File: config.mk
export PLATFORM = sky130hd
export DESIGN_NAME = hbmd_queue
export DESIGN_NICKNAME = d
export VERILOG_FILES = /design/src/rtl/core/hbmd_pkg.sv /design/src/rtl/core/hbmd_queue.sv
export SDC_FILE = /design/constraint.sdc
export NUM_CORES = 1
export LEC_CHECK = 0
export BUFFER_PORTS_ARGS = -buffer_cell sky130_fd_sc_hd__buf_2
export CORE_MARGIN = 4
export CORE_UTILIZATION = 28
export CTS_CLUSTER_SIZE = 12
export DETAILED_ROUTE_END_ITERATION = 6
export GPL_ROUTABILITY_DRIVEN = 0
export PLACE_DENSITY_LB_ADDON = 0.1
export REMOVE_ABC_BUFFERS = 1
export SETUP_SLACK_MARGIN = 0.15
export SKIP_LAST_GASP = 1
export SLEW_MARGIN = 20
export SYNTH_ARGS = -nofsm -noshare
export SYNTH_HDL_FRONTEND = slang
export SYNTH_SLANG_ARGS = --single-unit
File: constraint.sdc
create_clock -name clk -period 20.4 [get_ports clk]
set_clock_uncertainty 0.1 [all_clocks]
set_input_delay 4.08 -clock clk [delete_from_list [all_inputs] [get_ports clk]]
set_output_delay 4.08 -clock clk [all_outputs]
set_load 0.05 [all_outputs]
File: src/rtl/core/hbmd_pkg.sv
package hbmd_pkg;

  localparam int unsigned ROM_BYTES_DEF = 1048576;
  localparam int unsigned CFG_W = 21;

  localparam logic [1:0] KIND_READ = 2'd0;
  localparam logic [1:0] KIND_WRITE = 2'd1;
  localparam logic [1:0] KIND_SET_IME = 2'd2;
  localparam logic [1:0] KIND_LOAD = 2'd3;

  localparam logic [1:0] SIZE_BYTE = 2'd0;
  localparam logic [1:0] SIZE_HALF = 2'd1;
  localparam logic [1:0] SIZE_WORD = 2'd2;

  // Region codes
  localparam logic [2:0] RG_NONE = 3'd0;
  localparam logic [2:0] RG_EXT = 3'd1;
  localparam logic [2:0] RG_INT = 3'd2;
  localparam logic [2:0] RG_IO = 3'd3;
  localparam logic [2:0] RG_PAL = 3'd4;
  localparam logic [2:0] RG_VID = 3'd5;
  localparam logic [2:0] RG_OBJ = 3'd6;
  localparam logic [2:0] RG_ROM = 3'd7;

  localparam logic [31:0] BIOS_TAIL = 32'hE3A02004;
  localparam logic [31:0] ALL_ONES = 32'hFFFFFFFF;
  localparam logic [27:0] IME_ADDR = 28'h4000208;
  localparam logic [9:0] IME_OFF = 10'h208;

  // One byte-wide memory operation planned by the front end
  typedef struct packed {
    logic       wr;
    logic [2:0] region;
    logic [24:0] off;
    logic [7:0] data;
    logic       act;
  } byte_op_t;

  // Classified transaction handed from front to back
  typedef struct packed {
    byte_op_t [3:0] ops;
    logic [1:0] n_ops;
    logic [3:0] fixed_mask;
    logic [31:0] fixed_data;
    logic       status;
    logic       set_ime;
    logic       ime_val;
  } cmd_t;

endpackage

File: src/rtl/core/hbmd_queue.sv
module hbmd_queue (
  input  logic           clk,
  input  logic           rst,
  input  logic           in_valid,
  output logic           in_ready,
  input  hbmd_pkg::cmd_t in_cmd,
  output logic           out_valid,
  input  logic           out_ready,
  output hbmd_pkg::cmd_t out_cmd
);

  hbmd_pkg::cmd_t slot [2];
  logic wp, rp;
  logic [1:0] count;

  assign in_ready = (count != 2'd2) && !rst;
  assign out_valid = (count != 2'd0);
  assign out_cmd = slot[rp];

  // Hold two classified transactions
  always_ff @(posedge clk) begin
    if (in_valid && in_ready) slot[wp] <= in_cmd;
    if (rst) begin
      wp <= 1'b0; rp <= 1'b0; count <= 2'd0;
    end else begin
      if (in_valid && in_ready) wp <= ~wp;
      if (out_valid && out_ready) rp <= ~rp;
      count <= count + 2'(in_valid && in_ready) - 2'(out_valid && out_ready);
    end
  end

endmodule

Yosys cells after proc, flatten, opt, wreduce, memory -nomap -nowiden
Memory sizes are Yosys's and may differ from the RTL's. A register that Yosys moved wholly into a read port is not among the register bits. Index checks and enable logic that the tools add are counted. Widths: inputs -> output; s select.

Flip-flop bits (word level): 4. Memory bits (writable): 386. Bits of input ports: 197. Output and inout bits: 195. Word-level logic and storage cells: 18. Memories kept: 1.

Memories: slot (words 2, bits a word 193, rd ports 1, clocked after memory_dff 1, write ports 1, line hbmd_queue.sv:12) `hbmd_pkg::cmd_t slot [2];`.

Add/subtract/negate cells: 2. Eq/ne operators: 1. Multiplexer cells: 4. Bitwise gates (word level): 2. Reduce and logical (&&, ||, !) cells: 5.

Operator list (count): $mux 1 (4); $logic_and 1x1->1 (3); $add 2x1->2 (1); $ne 2x2->1 const B (1); $not 1->1 (2); $reduce_bool 2->1 (1); $sub 2x1->2 (1); $logic_not 1->1 (1).

Longest topological paths before layout
Gate-level depths: netlist (run 1).

Word-level depth: 5. Mapped depth: 9. Mapped depth without buffers: 9.

Worst setup path after synthesis (run 1)
OpenSTA, ideal clock, no wires.

Kind: input to register. From: input port rst. To: memory slot[0][0] in the netlist's numbering (enable). Setup time: 0.982 ns. Arrival time: 17.157 ns. Setup slack: 2.161 ns. Stages on the path: 1. Cell sequence: nor3_1.

Longest elaborated chain between the ends: 5.

Ends and longest elaborated chain: from (decl) (line hbmd_queue.sv:3) `input logic rst,`; $logic_not 1->1 (line hbmd_queue.sv:16) `assign in_ready = (count != 2'd2) && !rst;`; $logic_and 1x1->1 (line hbmd_queue.sv:16); $logic_and 1x1->1 (line hbmd_queue.sv:22) `if (in_valid && in_ready) slot[wp] <= in_cmd;`; $mux 1 (line hbmd_queue.sv:22); $mux 1 (implied by the code) (line hbmd_queue.sv:22); to (decl) (line hbmd_queue.sv:12).

Every way passes these cells.

Worst setup path in the final report (run 1)
From: input port rst. To: output port in_ready.

Longest elaborated chain between the ends: 2.

Ends and longest elaborated chain: $logic_not 1->1 (line hbmd_queue.sv:16); $logic_and 1x1->1 (line hbmd_queue.sv:16); to (decl) (line hbmd_queue.sv:5) `output logic in_ready,`.

Every way passes these cells.

==> impl_metrics.py, run 1 <==
metrics = {
    "synth": {
        "yosys.area_share.simple": 0.00493,
        "synth_seq_cells": 391,
        "synth_fa_ha_area_frac": 0.00176,
        "yosysWarnings": 0,
        "synth_top_family_by_area": "multiplexers",
        "synth_area_um2": 14200,
        "synth_mux_area_frac": 0.153,
        "ys_seq_area_frac": 0.822,
        "ys_types": 20,
        "synthXorXnorAreaFrac": 0.00123,
        "syn_avg_cell_area_um2": 22.7,
        "postSynthCellCount": 627,
        "synth_compound_area_frac": 0.00123,
    },
    "final_layout": {
        "fillCellCount": 4793,
        "final_common_cell": "buf_2",
        "fin_area_um2": 18100,
        "mostFrequentLayoutCells": "buf_2 (391), edfxtp_1 (386), mux2_2 (193)",
        "area_growth_pct": 27.5,
        "drive_above_1_share": 0.598,
        "finalNonFillerCells": 1752,
        "finalNetCount": 1247,
    },
    "routing": {
        "drc_errors": 0,
        "vias_per_cell": 4.13,
        "routedWlPerCell_um": 18.6,
        "dr.pass1.iters": 6,
        "wirelength_mm": 32.6,
        "drt_first_iter_violations": 300,
        "num_vias": 7243,
        "ant_nets": 0,
    },
    "critical_path": {
        "arrival_ns": 4.77,
        "critical_path.startpoint_type": "primary input",
        "reg2reg_from": "count[0]",
        "cp_max_fo": 7,
        "endpoint_kind": "output port",
        "worst-setup-path-type": "primary input to output port",
        "ff2ff_setup_slack_ns": 17.46,
        "crit_required_ns": 16.22,
        "reg2reg_depth": 4,
        "rr_endpoint": "slot[1][80]",
    },
    "clocking": {
        "htree_levels": 2,
        "holdBufCountCts": 0,
        "cts_root_buf": "clkbuf_16",
        "clock-sinks": 391,
        "post_cts_resized": 0,
        "cts_setup_buffers": 0,
        "ctsLongestPathBuffers": 3,
        "cts.clk_slew.worst_paths_ns": 0.05,
        "insertion_delay_ns": 0.54,
        "cts_buffers": 43,
        "cts_tree": "done",
    },
    "power_and_ir_drop": {
        "p_leak_nw": 6.53,
        "pwr-share-seq": 0.393,
        "vdd_drop_max_mv": 0.0846,
        "clock_power_share": 0.271,
        "power.density_nw_per_um2": 140,
        "p_total_mw": 2.53,
        "p_int_mw": 1.60,
        "switchingPower_mw": 0.937,
        "swShare": 0.370,
        "p_comb_frac": 0.337,
    },
    "die": {
        "start_util": 0.283,
        "die_y_um": 233,
        "core_area_um2": 50200,
        "rows": 82,
        "die_x_um": 233,
        "io_pins": 392,
        "die_area_um2": 54400,
    },
    "placed_design": {
        "placed_cells": 1675,
        "dpl.hpwl_mm": 21.1,
        "port_buffers": 391,
        "post_dp_cell_area_um2": 16900,
    },
    "sta": {
        "hold_viol_final": 0,
        "finalCriticalPeriod_ns": 8.95,
        "maxSlewViolCount": 0,
        "fin_setup_tns_ns": 0,
        "fin_crit_sh": 0.439,
        "rsz0062_at_grt": "no",
        "worst_pin_slew_ns": 0.909,
        "setup_viol": 0,
        "slew_headroom": 0.394,
        "max_freq_mhz": 112,
    },
    "hold_path": {
        "worst_hold_path.endpoint": "rp",
        "hold_path.class": "flop to flop",
        "holdPathStages": 2,
        "hold_start": "rp",
    },
    "run": {
        "maxCapViolCount": 0,
    },
    "global_routing": {
        "grt-ovfl-total": 0,
        "grt.total_usage": 0.114,
        "grt_pass1_wl_mm": 46.7,
        "grt_max_degree": 142,
        "first_global_vias": 7504,
        "antenna_found_initial": 13,
    },
    "status": {
        "status": "complete, no violations",
    },
}
==> cells in the mapped netlist <==
| cell | instances | area (µm²) |
|---|---|---|
| nand2b_1 | 1 | 6.26 |
| nor2_1 | 4 | 15.0 |
| mux2_2 | 193 | 2170 |
| buf_4 | 2 | 15.0 |
| edfxtp_1 | 386 | 11600 |
| dfxtp_1 | 5 | 100 |
| inv_1 | 2 | 7.51 |
| or2_2 | 1 | 6.26 |
| and3_1 | 1 | 6.26 |
| xnor2_1 | 1 | 8.76 |
| o21a_1 | 1 | 7.51 |
| xor2_1 | 1 | 8.76 |
| buf_6 | 17 | 191 |
| buf_2 | 2 | 10.0 |
| a32o_1 | 1 | 10.0 |
| and2_1 | 1 | 6.26 |
| nand2_1 | 2 | 7.51 |
| nor3_1 | 2 | 10.0 |
| nor2b_1 | 2 | 12.5 |
| ha_1 | 2 | 25.0 |
==> per-layer routing <==
metal / GRT usage / routed length, µm
met1: 0.137 / 12900
met2: 0.178 / 14900
met3: 0.0589 / 3820
met4: 0.0392 / 809
met5: 0 / 114
==> power groups by stage <==
stage | Sequential, mW | Combinational (mW) | Clock, mW
detailed placement | 1.01 | 0.868 | 0
finish | 0.994 | 0.852 | 0.686
floorplan | 1.06 | 0.643 | 0
global route | 1.00 | 0.896 | 0.756
CTS | 0.996 | 0.870 | 0.717
global placement | 1.01 | 0.871 | 0
==> layout make-up <==
cell class	count	area, µm²	share of cell area
inverter	2	7.51	0.000414
tap	672	841	0.0464
clock buffer	58	1170	0.0648
multi-input combinational	213	2310	0.128
sequential	391	11700	0.645
antenna	5	12.5	0.000690
clock inverter	14	57.6	0.00317
timing repair buffer	397	2030	0.112
==> flip-flops by register name, indices dropped and copies added, names as in the netlist, named ones only <==
signal  count
wp          1
slot      386
rp          1
count       2
==> metrics by stage <==
step,hold slack [ns],setup slack (ns),utilization
2_1_floorplan,0.381,2.16,-
3_3_place_gp,0.401,11.47,0.337
5_1_grt,0.459,11.40,0.361
4_1_cts,0.422,11.46,0.361
3_5_place_dp,0.406,11.46,0.337
6_report,0.418,11.45,0.361
==> cells by family (layout without fill, tap and decap cells) <==
family | after synthesis | after routing
adders and majority gates | 2 | 2
buffers and inverters | 23 | 471
xor gates and xnor gates | 2 | 2
muxes | 193 | 193
DFF | 391 | 391
other | 0 | 5
AOI/OAI and AO/OA | 2 | 2
and+or+nand+nor | 14 | 14
==> worst max-delay path: stages <==
cell     delay (ns)
buf_2          0.14
nor2b_1        0.23
buf_2          0.31
==> how the worst max path moves through the flow <==
stage | from | end | cells past startpoint
after detailed placement | rst | in_ready | 3
final | rst | in_ready | 3
after floorplan | rst | slot[0][0] | 1
after global routing | rst | in_ready | 3
after global placement | rst | in_ready | 3
after CTS | rst | in_ready | 3
(Power assumes the default switching activity.)
==> run 2, diff against run 1 <==
==> constraint.sdc (replaced) <==
create_clock -name clk -period 8.3 [get_ports clk]
set_clock_uncertainty 0.1 [all_clocks]
set_input_delay 1.66 -clock clk [delete_from_list [all_inputs] [get_ports clk]]
set_output_delay 1.66 -clock clk [all_outputs]
set_load 0.05 [all_outputs]
==> run 2 against run 1 <==
Combinational power up 150%. Critical endpoint is now out_cmd[102]. Via count about the same. Highest routed layer unchanged. Largest cell class unchanged. Worst setup slack worse by 7.7 ns. Largest power group unchanged. Die area unchanged. Sequential share of layout area down 0.63 points. Critical path depth unchanged. Critical path type is now flop to output port. First-iteration DRC count down 12%. Clock-buffer cell count up 2. Non-clock buffer count up 1. Clock power rose to 2.7 times the previous value.
==> impl_metrics.py, run 2 (synthesis results as in run 1) <==
metrics = {
    "placed_design": {
        "post_dp_cell_area_um2": 16900,
        "dpl.hpwl_mm": 21.3,
        "port_buffers": 391,
        "placed_cells": 1676,
    },
    "clocking": {
        "clock-sinks": 391,
        "ctsLongestPathBuffers": 3,
        "cts.clk_slew.worst_paths_ns": 0.06,
        "cts_buffers": 45,
        "cts_root_buf": "clkbuf_16",
        "cts_tree": "done",
        "cts_setup_buffers": 0,
        "holdBufCountCts": 0,
        "htree_levels": 2,
        "post_cts_resized": 0,
        "insertion_delay_ns": 0.54,
    },
    "sta": {
        "maxSlewViolCount": 0,
        "rsz0062_at_grt": "no",
        "finalCriticalPeriod_ns": 4.51,
        "worst_pin_slew_ns": 0.984,
        "max_freq_mhz": 222,
        "hold_viol_final": 0,
        "fin_crit_sh": 0.543,
        "setup_viol": 0,
        "slew_headroom": 0.344,
    },
    "final_layout": {
        "largest_reg_flops": 386,
        "fillCellCount": 4761,
        "fin_area_um2": 18300,
        "mostFrequentLayoutCells": "buf_2 (391), edfxtp_1 (386), mux2_2 (193)",
        "area_growth_pct": 28.7,
        "final_common_cell": "buf_2",
        "drive_above_1_share": 0.604,
        "reg_top3": "slot: 386 flops, count: 2 flops",
        "finalNetCount": 1250,
        "largest-register": "slot",
        "finalNonFillerCells": 1759,
    },
    "die": {
        "die_x_um": 233,
        "die_y_um": 233,
        "start_util": 0.283,
        "rows": 82,
        "io_pins": 392,
        "core_area_um2": 50200,
        "die_area_um2": 54400,
    },
    "critical_path": {
        "arrival_ns": 2.75,
        "critical_path.startpoint_type": "flop",
        "slowest_stage": "buf_4",
        "cp_max_fo": 65,
        "worst-setup-path-type": "flop to output port",
        "slowest_delay_ns": 0.79,
        "endpoint_kind": "output port",
        "crit_required_ns": 6.54,
        "cp_cell_sequence": "buf_4 -> mux2_2 -> buf_2",
    },
    "routing": {
        "drt_first_iter_violations": 264,
        "dr.pass1.iters": 4,
        "wirelength_mm": 33.1,
        "ant_nets": 0,
        "vias_per_cell": 4.12,
        "drc_errors": 0,
        "num_vias": 7247,
        "routedWlPerCell_um": 18.8,
    },
    "global_routing": {
        "grt-ovfl-total": 0,
        "first_global_vias": 7675,
        "antenna_found_initial": 13,
        "grt_max_degree": 121,
        "grt_pass1_wl_mm": 47.3,
        "grt.total_usage": 0.116,
    },
    "power_and_ir_drop": {
        "vdd_drop_max_mv": 0.230,
        "power.density_nw_per_um2": 349,
        "p_leak_nw": 6.62,
    },
    "status": {
        "status": "complete, no violations",
    },
    "run": {
        "maxCapViolCount": 0,
    },
    "hold_path": {
        "hold_path.class": "flop to flop",
    },
}
run 2: cell types whose count changed in the layout (fill, tap and decap cells not counted):
| cell | before | now |
|---|---|---|
| clkbuf_8 | 0 | 8 |
| clkbuf_1 | 13 | 7 |
| bufinv_16 | 0 | 2 |
| clkinv_1 | 10 | 12 |
| buf_12 | 2 | 3 |
| clkinv_2 | 4 | 3 |
| clkinvlp_4 | 0 | 1 |
run 2: area by class of cell:
class	instances	area, µm²	share of cell area
clock inverters	18	128	0.00697
diodes	5	12.5	0.000683
flip-flops and latches	391	11700	0.639
well taps	672	841	0.0459
multi-input cells	213	2310	0.126
clock buffers	60	1260	0.0690
repair buffers	398	2050	0.112
inverters	2	7.51	0.000410
run 2: metal layers:
| layer | share of wire | track usage |
|---|---|---|
| met5 | 0.0024 | 0 |
| met4 | 0.020 | 0.0312 |
| met3 | 0.12 | 0.0657 |
| met2 | 0.47 | 0.182 |
| met1 | 0.39 | 0.138 |
run 2: worst paths after layout:
| kind | start | to | slack (ns) | depth (start not counted) |
|---|---|---|---|---|
| hold / removal | rp | rp | 0.43 | 2 |
| hold reg to reg | rp | rp | 0.43 | 2 |
| setup reg to reg | count[0] | slot[0][130] | 5.49 | 5 |
| setup / recovery | flop | out_cmd[102] | 3.79 | 3 |
run 2: critical path: cells and delay by family (launching register included):
kind                   cells  cell delay (ns)
buffers and inverters      2             1.01
muxes                      1             0.42
DFF                        1             0.66
run 2: report_power, final:
group	internal, mW	total, mW	switching (mW)	leakage (nW)
Combinational	0.566	2.10	1.54	2.36
Clock	1.12	1.85	0.736	0.679
Sequential	2.38	2.44	0.0608	3.58
Total	4.06	6.40	2.33	6.62
run 2: through the flow:
stage                     TNS [ns]  hold WS (ns)  utilization  power, mW  worst slack, ns
after floorplan           -1451.20         0.381            -       4.20            -7.52
after global placement           0         0.415        0.337       4.63             4.14
after detailed placement         0         0.417        0.337       4.62             4.11
after CTS                        0         0.432        0.365       6.52             3.67
after global routing             0         0.483        0.365       6.71             3.61
final                            0         0.430        0.365       6.40             3.79
==> run 3, diff against run 2 <==
==> constraint.sdc (replaced) <==
create_clock -name clk -period 4.7 [get_ports clk]
set_clock_uncertainty 0.1 [all_clocks]
set_input_delay 0.94 -clock clk [delete_from_list [all_inputs] [get_ports clk]]
set_output_delay 0.94 -clock clk [all_outputs]
set_load 0.05 [all_outputs]
==> run 3 against run 2 <==
Cell count barely moved. Via count fell by 0.63%. Register-to-register slack got worse by 3.1 ns. Clock power rose by 74%. Clock-buffer cell count fell by 5. Routed wire length fell by 1.3%. Power rose by 76%.
==> impl_metrics.py, run 3 (synthesis results as in run 1) <==
metrics = {
    "final_layout": {
        "finalNetCount": 1252,
        "largest-register": "slot",
        "reg_top3": "slot: 386 flops, count: 2 flops",
        "largest_reg_flops": 386,
        "final_common_cell": "buf_2",
        "mostFrequentLayoutCells": "buf_2 (391), edfxtp_1 (386), mux2_2 (193)",
        "post-route-util": 0.365,
        "drive_above_1_share": 0.604,
        "area_growth_pct": 28.7,
    },
    "global_routing": {
        "grt-ovfl-total": 0,
        "grt.total_usage": 0.115,
        "grt_max_degree": 119,
        "grt_pass1_wl_mm": 47.0,
        "antenna_found_initial": 12,
        "first_global_vias": 7507,
    },
    "routing": {
        "dr.pass1.iters": 4,
        "routedWlPerCell_um": 18.6,
        "num_vias": 7201,
        "ant_nets": 0,
        "vias_per_cell": 4.09,
        "wirelength_mm": 32.7,
        "drt_first_iter_violations": 219,
        "drc_errors": 0,
    },
    "clocking": {
        "cts.clk_slew.worst_paths_ns": 0.05,
        "holdBufCountCts": 0,
        "clock-sinks": 391,
        "post_cts_resized": 0,
        "cts_setup_buffers": 0,
        "cts_tree": "done",
        "htree_levels": 2,
        "cts_root_buf": "clkbuf_16",
        "cts_buffers": 45,
        "ctsLongestPathBuffers": 3,
        "insertion_delay_ns": 0.54,
    },
    "sta": {
        "fin_crit_sh": 0.734,
        "finalCriticalPeriod_ns": 3.45,
        "worst_pin_slew_ns": 0.825,
        "max_freq_mhz": 290,
        "whs_ns": 0.411,
        "rsz0062_at_grt": "no",
        "maxSlewViolCount": 0,
        "hold_viol_final": 0,
        "setup_viol": 0,
        "slew_headroom": 0.450,
    },
    "power_and_ir_drop": {
        "power.density_nw_per_um2": 614,
        "clock_power_share": 0.286,
        "switchingPower_mw": 4.12,
        "pwr-share-seq": 0.383,
        "p_leak_nw": 6.61,
        "vdd_drop_max_mv": 0.269,
        "p_int_mw": 7.12,
        "swShare": 0.366,
        "p_comb_frac": 0.331,
    },
    "critical_path": {
        "reg2reg_depth": 4,
        "worst-setup-path-type": "flop to output port",
        "rr_endpoint": "slot[1][4]",
        "critical_path.startpoint_type": "flop",
        "reg2reg_from": "count[0]",
        "ff2ff_setup_slack_ns": 2.41,
        "cp_max_fo": 89,
        "crit_required_ns": 3.66,
        "arrival_ns": 2.41,
        "endpoint_kind": "output port",
    },
    "placed_design": {
        "dpl.hpwl_mm": 21.5,
        "port_buffers": 391,
    },
    "status": {
        "status": "complete, no violations",
    },
    "die": {
        "io_pins": 392,
        "die_x_um": 233,
        "die_y_um": 233,
        "die_area_um2": 54400,
        "core_area_um2": 50200,
        "rows": 82,
        "start_util": 0.283,
    },
    "hold_path": {
        "hold_start": "rp",
        "holdPathStages": 2,
        "hold_path.class": "flop to flop",
    },
    "run": {
        "maxCapViolCount": 0,
    },
}
-- run 3: metrics by stage --
| step | total power, mW | TNS [ns] | cell area [µm²] | setup slack [ns] | instances |
|---|---|---|---|---|---|
| floorplan | 7.41 | -2792.50 | 14000 | -10.40 | 606 |
| global placement | 8.17 | 0 | 17000 | 1.79 | 1678 |
| detailed placement | 8.17 | 0 | 17000 | 1.75 | 1678 |
| CTS | 11.5 | 0 | 18300 | 1.19 | 1754 |
| global route | 11.8 | 0 | 18300 | 1.12 | 1755 |
| finish | 11.2 | 0 | 18300 | 1.25 | 1760 |
-- run 3: cell type report --
class / count / area (µm²)
sequential: 391 / 11700
multi-input combinational: 213 / 2310
clock inverter: 21 / 171
antenna: 6 / 15.0
inverter: 2 / 7.51
fill: 4802 / 31900
timing repair buffer: 400 / 2100
clock buffer: 55 / 1160
tap: 672 / 841
-- run 3: power by group through the flow --
stage	clock (mW)	combinational, mW	sequential, mW
2_1_floorplan	0	2.79	4.62
3_3_place_gp	0	3.80	4.37
3_5_place_dp	0	3.79	4.38
4_1_cts	3.35	3.81	4.31
5_1_grt	3.51	3.91	4.33
6_report	3.21	3.72	4.30
-- run 3: layer usage --
layer	global-route usage	vias to the layer above	wire, µm
li1	-	3372	-
met1	0.141	3510	13200
met2	0.178	240	14900
met3	0.0602	67	3740
met4	0.0342	12	779
met5	0	-	69
-- run 3: worst max path at each step --
stage	cells after the start	to	slack, ns
6_report	3	out_cmd[2]	1.25
5_1_grt	3	out_cmd[140]	1.12
4_1_cts	3	out_cmd[143]	1.19
3_5_place_dp	4	slot[1][4]	1.75
3_3_place_gp	3	out_cmd[140]	1.79
2_1_floorplan	1	slot[0][0]	-10.40
-- run 3: worst max-delay path: stages (launching register included) --
cell and delay [ns]:
dfxtp_4 0.63, buf_12 0.41, mux2_2 0.42, buf_2 0.21
